File: config.mk
export PLATFORM = sky130hd
export DESIGN_NAME = arc_ctrl
export DESIGN_NICKNAME = d
export VERILOG_FILES = /design/src/arc_pkg.sv /design/src/arc_ctrl.sv
export SDC_FILE = /design/constraint.sdc
export NUM_CORES = 1
export LEC_CHECK = 0
export ABC_AREA = 0
export BUFFER_PORTS_ARGS = -buffer_cell sky130_fd_sc_hd__buf_2
export CAP_MARGIN = 25
export CORE_AREA = 4 4 41 43
export CTS_BUF_LIST = sky130_fd_sc_hd__clkbuf_4 sky130_fd_sc_hd__clkbuf_8 sky130_fd_sc_hd__clkbuf_16
export CTS_CLUSTER_SIZE = 10
export DETAILED_ROUTE_END_ITERATION = 16
export DIE_AREA = 0 0 45 47
export PLACE_DENSITY_LB_ADDON = 0.3
export SYNTH_ARGS = -nofsm -noshare
export SYNTH_HDL_FRONTEND = slang
export SYNTH_SLANG_ARGS = --single-unit
File: constraint.sdc
create_clock -name clk -period 1.6 [get_ports clk]
set_clock_uncertainty 0.15 [all_clocks]
set_input_delay 0.32 -clock clk [delete_from_list [all_inputs] [get_ports clk]]
set_output_delay 0.32 -clock clk [all_outputs]
set_load 0.01 [all_outputs]
File: src/arc_pkg.sv
`timescale 1ns / 1ps
// ----------------------------------------------------------------------------
// arc_pkg: shared types and constants of the arp reply cache
// operation and status codes, register indexes, controller/datapath structs
// ----------------------------------------------------------------------------
package arc_pkg;

	localparam int MAC_W    = 48;
	localparam int IP_W     = 32;
	localparam int OPC_W    = 16;
	localparam int TICK_W   = 16;
	localparam int CFG_IX_W = 1;

	typedef logic [1:0]          op_code_t;
	typedef logic [CFG_IX_W-1:0] cfg_idx_t;

	localparam op_code_t OP_PACKET = 2'd0;
	localparam op_code_t OP_LOOKUP = 2'd1;
	localparam op_code_t OP_TICK   = 2'd2;

	localparam logic [OPC_W-1:0]  ARP_OPCODE_REPLY = 16'd2;
	localparam logic [TICK_W-1:0] TIMEOUT_RESET    = 16'd2000;
	localparam logic [TICK_W-1:0] TICK_MAX         = 16'hFFFF;

	localparam cfg_idx_t CFG_OWN_MAC = 1'b0;
	localparam cfg_idx_t CFG_TIMEOUT = 1'b1;

	typedef enum logic [2:0] {
		ST_HIT      = 3'd0,
		ST_MISS     = 3'd1,
		ST_RESOLVED = 3'd2,
		ST_TIMEOUT  = 3'd3,
		ST_BUSY     = 3'd4
	} status_t;

	typedef enum logic [1:0] {
		MAC_ZERO,
		MAC_SENDER,
		MAC_CACHE
	} mac_sel_t;

	typedef enum logic [1:0] {
		IP_ZERO,
		IP_KEY,
		IP_SENDER,
		IP_PENDING
	} ip_sel_t;

	typedef enum logic {
		S_IDLE,
		S_SEARCH
	} state_t;

	typedef struct packed {
		op_code_t          operation;
		logic [OPC_W-1:0]  arp_opcode;
		logic [MAC_W-1:0]  sender_mac;
		logic [IP_W-1:0]   sender_ip;
		logic [IP_W-1:0]   target_ip;
	} req_t;

	typedef struct packed {
		status_t          status;
		logic [MAC_W-1:0] resolved_mac;
		logic [IP_W-1:0]  request_target_ip;
	} rsp_t;

	// controller -> datapath
	typedef struct packed {
		logic     store;
		logic     start;
		logic     step;
		logic     set_pending;
		logic     clr_pending;
		logic     tick;
		logic     out_load;
		status_t  out_status;
		mac_sel_t mac_sel;
		ip_sel_t  ip_sel;
	} cmd_t;

	// datapath -> controller
	typedef struct packed {
		op_code_t operation;
		logic     is_reply;
		logic     pending;
		logic     sip_match;
		logic     tick_expire;
		logic     sweep_done;
		logic     cmp_valid;
		logic     cmp_hit;
	} sts_t;

endpackage

File: src/arc_ctrl.sv
`timescale 1ns / 1ps
// ----------------------------------------------------------------------------
// arc_ctrl: controller of the arp reply cache
// decodes accepted words, runs the lookup sweep, owns response valid
// ----------------------------------------------------------------------------
module arc_ctrl (
	input  logic          clk,
	input  logic          arst_n,
	input  logic          req_valid,
	output logic          req_ready,
	output logic          rsp_valid,
	input  logic          rsp_ready,
	input  arc_pkg::sts_t sts,
	output arc_pkg::cmd_t cmd
);
	import arc_pkg::*;

	state_t state_q, state_d;
	logic   rsp_valid_q;
	logic   accept;

	assign req_ready = (state_q == S_IDLE) && (!rsp_valid_q || rsp_ready);
	assign accept    = req_valid && req_ready;
	assign rsp_valid = rsp_valid_q;

	always_ff @(posedge clk or negedge arst_n) begin
		if (!arst_n) begin
			state_q     <= S_IDLE;
			rsp_valid_q <= 1'b0;
		end else begin
			state_q <= state_d;
			if (cmd.out_load)
				rsp_valid_q <= 1'b1;
			else if (rsp_ready)
				rsp_valid_q <= 1'b0;
		end
	end

	always_comb begin
		state_d = state_q;
		cmd     = '0;
		cmd.out_status = ST_HIT;
		cmd.mac_sel    = MAC_ZERO;
		cmd.ip_sel     = IP_ZERO;
		case (state_q)
			S_IDLE: begin
				if (accept) begin
					case (sts.operation)
						OP_PACKET: begin
							if (sts.is_reply) begin
								cmd.store = 1'b1;
								if (sts.pending && sts.sip_match) begin
									cmd.clr_pending = 1'b1;
									cmd.out_load    = 1'b1;
									cmd.out_status  = ST_RESOLVED;
									cmd.mac_sel     = MAC_SENDER;
									cmd.ip_sel      = IP_SENDER;
								end
							end
						end
						OP_LOOKUP: begin
							if (sts.pending) begin
								cmd.out_load   = 1'b1;
								cmd.out_status = ST_BUSY;
							end else begin
								cmd.start = 1'b1;
								state_d   = S_SEARCH;
							end
						end
						OP_TICK: begin
							if (sts.pending) begin
								cmd.tick = 1'b1;
								if (sts.tick_expire) begin
									cmd.clr_pending = 1'b1;
									cmd.out_load    = 1'b1;
									cmd.out_status  = ST_TIMEOUT;
									cmd.ip_sel      = IP_PENDING;
								end
							end
						end
						default: ;
					endcase
				end
			end
			S_SEARCH: begin
				if (sts.cmp_valid && sts.cmp_hit) begin
					cmd.out_load   = 1'b1;
					cmd.out_status = ST_HIT;
					cmd.mac_sel    = MAC_CACHE;
					cmd.ip_sel     = IP_KEY;
					state_d        = S_IDLE;
				end else if (sts.sweep_done && !sts.cmp_valid) begin
					cmd.set_pending = 1'b1;
					cmd.out_load    = 1'b1;
					cmd.out_status  = ST_MISS;
					cmd.ip_sel      = IP_KEY;
					state_d         = S_IDLE;
				end else begin
					cmd.step = 1'b1;
				end
			end
			default: state_d = S_IDLE;
		endcase
	end

	a_no_overwrite: assert property (@(posedge clk) disable iff (!arst_n)
		cmd.out_load |-> (!rsp_valid_q || rsp_ready))
		else $error("response word overwritten before taken");

	a_search_out_free: assert property (@(posedge clk) disable iff (!arst_n)
		(state_q == S_SEARCH) |-> !rsp_valid_q)
		else $error("response pending during sweep");

endmodule

# After elaboration in Yosys (flattened, before gate mapping)

Cells that the tools add are included.

Memories: 0
Bits in read-only memories: 0
Flip-flop bits (word level): 2
Bits of input ports: 13
Bits in latches: 0
Bits in writable memories: 0
Word-level logic and storage cells: 53

Shift-type cells: 0
Muxes and demuxes: 38
$add $sub $neg: 0
Reductions and logical operators: 10
Multiply operators: 0
Bitwise operators: 1
Magnitude comparators: 0
Div/mod/pow operators: 0
Equal/unequal tests: 2

Operators with widths:

| kind               | number |
|---|---|
| $mux 2             | 9 |
| $mux 1             | 16 |
| $mux 4             | 4 |
| $mux 8             | 2 |
| $pmux 8 s2         | 1 |
| $pmux 4 s3         | 1 |
| $mux 10            | 1 |
| $mux 6             | 1 |
| $logic_and 1x1->1  | 5 |
| $pmux 1 s2         | 2 |
| $pmux 2 s2         | 1 |
| $eq 2x1->1 const B | 1 |
| $eq 2x2->1 const B | 1 |
| $logic_not 1->1    | 2 |
| $logic_not 2->1    | 1 |
| $reduce_bool 2->1  | 1 |
| $logic_or 1x1->1   | 1 |
| $not 1->1          | 1 |

# Depth between registers and ports, before layout

Depth after elaboration: 7
Mapped depth: 4
Depth with buffers taken out: 3

# Worst setup path before layout

Ideal clock, no wire load.

Kind: flip-flop to output port
Start: register state_q
End: output cmd[9] (netlist bit)
Stages on the path, launching flop included: 5
Setup slack: -53 ps
Required time: 1130 ps
Path buffers: 1
Arrival time: 1183 ps
Cells stage by stage: dfrtp_1 nor2b_1 nand3_1 a21oi_1 buf_4

RTL lines:

| element                  | line           | text |
|---|---|---|
| start: declaration       | arc_ctrl.sv:18 | `state_t state_q, state_d;` |
| start signal: assignment | arc_ctrl.sv:31 | `state_q <= state_d;` |
| end: declaration         | arc_ctrl.sv:14 | `output arc_pkg::cmd_t cmd` |

==> metrics <==
status finished, violations left; failing checks setup timing; H-tree depth 1; Reg power frac between 10% and 20%; final worst slack -0.116 ns; met1 usage between 10% and 20%; cell count after synthesis 37; Worst IR Drop VDD 0.402 mV; pre-CTS setup slack -0.0875 ns; Leak 0.343 nW; vias between 400 and 500; cell area after layout around 620 sq um; Clock transition at path regs ~0.030 ns; grt met2 use roughly 18%; Die X 45 microns; startpoint types register; Critical Path AT 1.25 ns; Cells after DPL 86; Final #Nets 93; post-detail-place hpwl around 860 microns; pins over their slew limit 0; Core Util, Final between 40% and 50%; met3 Usage GRT between 4 and 5%; Mapped Area roughly 270 sq um; CTS Buffer Depth 2; pwr dens around 520 nW/um^2; Internal 0.223 mW; setup_tns -0.618 ns; clk_lat worst skew about 0.22 ns; critical path type register to output port; Placed Area about 470 sq um; routed length per instance around 12 microns; unrepaired setup endpoints after global routing yes; routability cong. 0.791; io pins 29; die height between 40 and 50 microns; final wirelength 1.07 mm; combinational share of power about 47%; Min-Delay Path Class input pin to register; row count 13; Worst Hold Slack approximately 0.23 ns; Post-DRT Antenna Nets 0; area fraction of the dominant cell type after synthesis 18.9%; number of global-route vias before repair roughly 420; switching pwr ~0.10 mW; total gr overflow 0; Slew HR between 80% and 90%; r2r setup slk 0.38 ns; drt via density roughly 4.5; GRT Overall Usage about a tenth; clock power share 34.2%; Slew @ Worst Pin between 0.15 and 0.2 ns; Iter 0 DRT Violations 0; Cell variety after synth 22; #FFs+latches synth 2; Layout area overhead 135%; Req. time, crit path 1.13 ns; fmax between 500 and 600 MHz; Synth warnings 0; initial core utilization between 20% and 30%; syn_nets 50; Net Sw Frac a little under a third; count of input and output buffers 28; syn avg cell area 7.17 sq um; final setup vio count 11; Die Area 2120 sq um; maxcap violations 0; pin count of the biggest net entering global routing 6; global-route wire length before repair between 1.5 and 2 mm; CTS Sinks 2; area leader, netlist dfrtp_1; Overall Power between 0.3 and 0.4 mW; initial antenna violation count 0; drc violations 0; sequential-to-total area share from yosys stat a little under a fifth; clock root buffer clkbuf_4; gr busiest metal met2; DRT Pass-1 Iters 1; worst-path maximum fanout 5; fin cells 93; minimum clock period roughly 1.7 ns; final hold violations 0; layout cells sized above 1 just under 70%; Synth area leaders dfrtp_1 (19%), nand3_1 (7.5%), nand2b_1 (7.1%); n_diodes 0; final period utilization 107%; CTS tree done; CORE AREA approximately 1300 sq um; TritonCTS Buffers 3; critical path endpoint category output port
-- power by group through the flow --
stage / registers, mW / clock network, mW / logic (mW)
finish: 0.0628 / 0.112 / 0.151
global route: 0.0641 / 0.133 / 0.165
CTS: 0.0601 / 0.120 / 0.129
detailed placement: 0.0600 / 0 / 0.109
global placement: 0.0595 / 0 / 0.108
floorplan: 0.0623 / 0 / 0.0483
-- kinds of logic (layout without fill, tap and decap cells) --
family          Yosys count  count (layout)  synth area share [%]
simple gates             22              22                  47.2
flops                     2               2                  18.9
compound gates            9               9                  24.5
buf+inv                   3              44                  5.66
mux                       1               1                  3.77
-- cell usage after synthesis (all sizes together) --
| cell | count |
|---|---|
| o21ai | 1 |
| and3 | 1 |
| a21oi | 3 |
| inv | 2 |
| and2 | 1 |
| nand4 | 1 |
| nand2b | 3 |
| nor2 | 5 |
| nor3b | 1 |
| nand2 | 1 |
| o32a | 1 |
| nand3 | 4 |
| or2b | 1 |
| o211ai | 1 |
| o31ai | 1 |
| and3b | 1 |
| dfrtp | 2 |
| buf | 1 |
| mux2i | 1 |
| nor2b | 3 |
| o21bai | 2 |
-- critical path, stage by stage, from the launching register on --
cell and delay, ns:
dfrtp_1 0.40, buf_6 0.14, nand2b_4 0.14, o31ai_4 0.17, buf_2 0.17
-- registers in the layout, summed over array words and instances (netlist names) --
name	count
state_q	1
rsp_valid	1
-- layout make-up --
class | instances | area [sq um]
fillers | 139 | 677
flip-flops and latches | 2 | 50.0
multi-input cells | 32 | 268
repair buffers | 39 | 258
well taps | 15 | 18.8
clock buffers | 3 | 22.5
inverters | 2 | 7.51
-- worst paths after layout --
| path | start | to | depth (start not counted) |
|---|---|---|---|
| max in group asynchronous | arst_n | rsp_valid$_DFFE_PN0P_ | 2 |
| hold reg to reg | rsp_valid$_DFFE_PN0P_ | rsp_valid$_DFFE_PN0P_ | 2 |
| min in group asynchronous | arst_n | state_q$_DFF_PN0_ | 2 |
| hold / removal | sts[5] | state_q$_DFF_PN0_ | 3 |
| setup reg to reg | state_q$_DFF_PN0_ | rsp_valid$_DFFE_PN0P_ | 4 |
| setup / recovery | state_q$_DFF_PN0_ | cmd[7] | 4 |
-- metal layers --
layer,wire (microns),vias up
li1,-,215
met1,415,186
met2,516,20
met3,139,0
met4,0,0
met5,0,-
-- cell usage in the layout (no fill, tap or decap), drive strengths merged, types with 2 or more instances in the layout --
master	synthesis	final
nand3	4	4
nor2b	3	3
nand2b	3	3
o21bai	2	2
nor2	5	5
buf	1	38
a21oi	3	3
dfrtp	2	2
inv	2	2
clkbuf	0	3
-- what timing repair did --
action                                  4_1_cts  5_1_grt
resized for setup                            11        9
cloned                                        0        0
endpoints found under the setup margin       11       13
pin swaps                                     7        3
hold endpoints to repair                      2        0
hold buffers                                  1        0
buffers inserted                              2        1
Power figures use the tool's default switching activity.
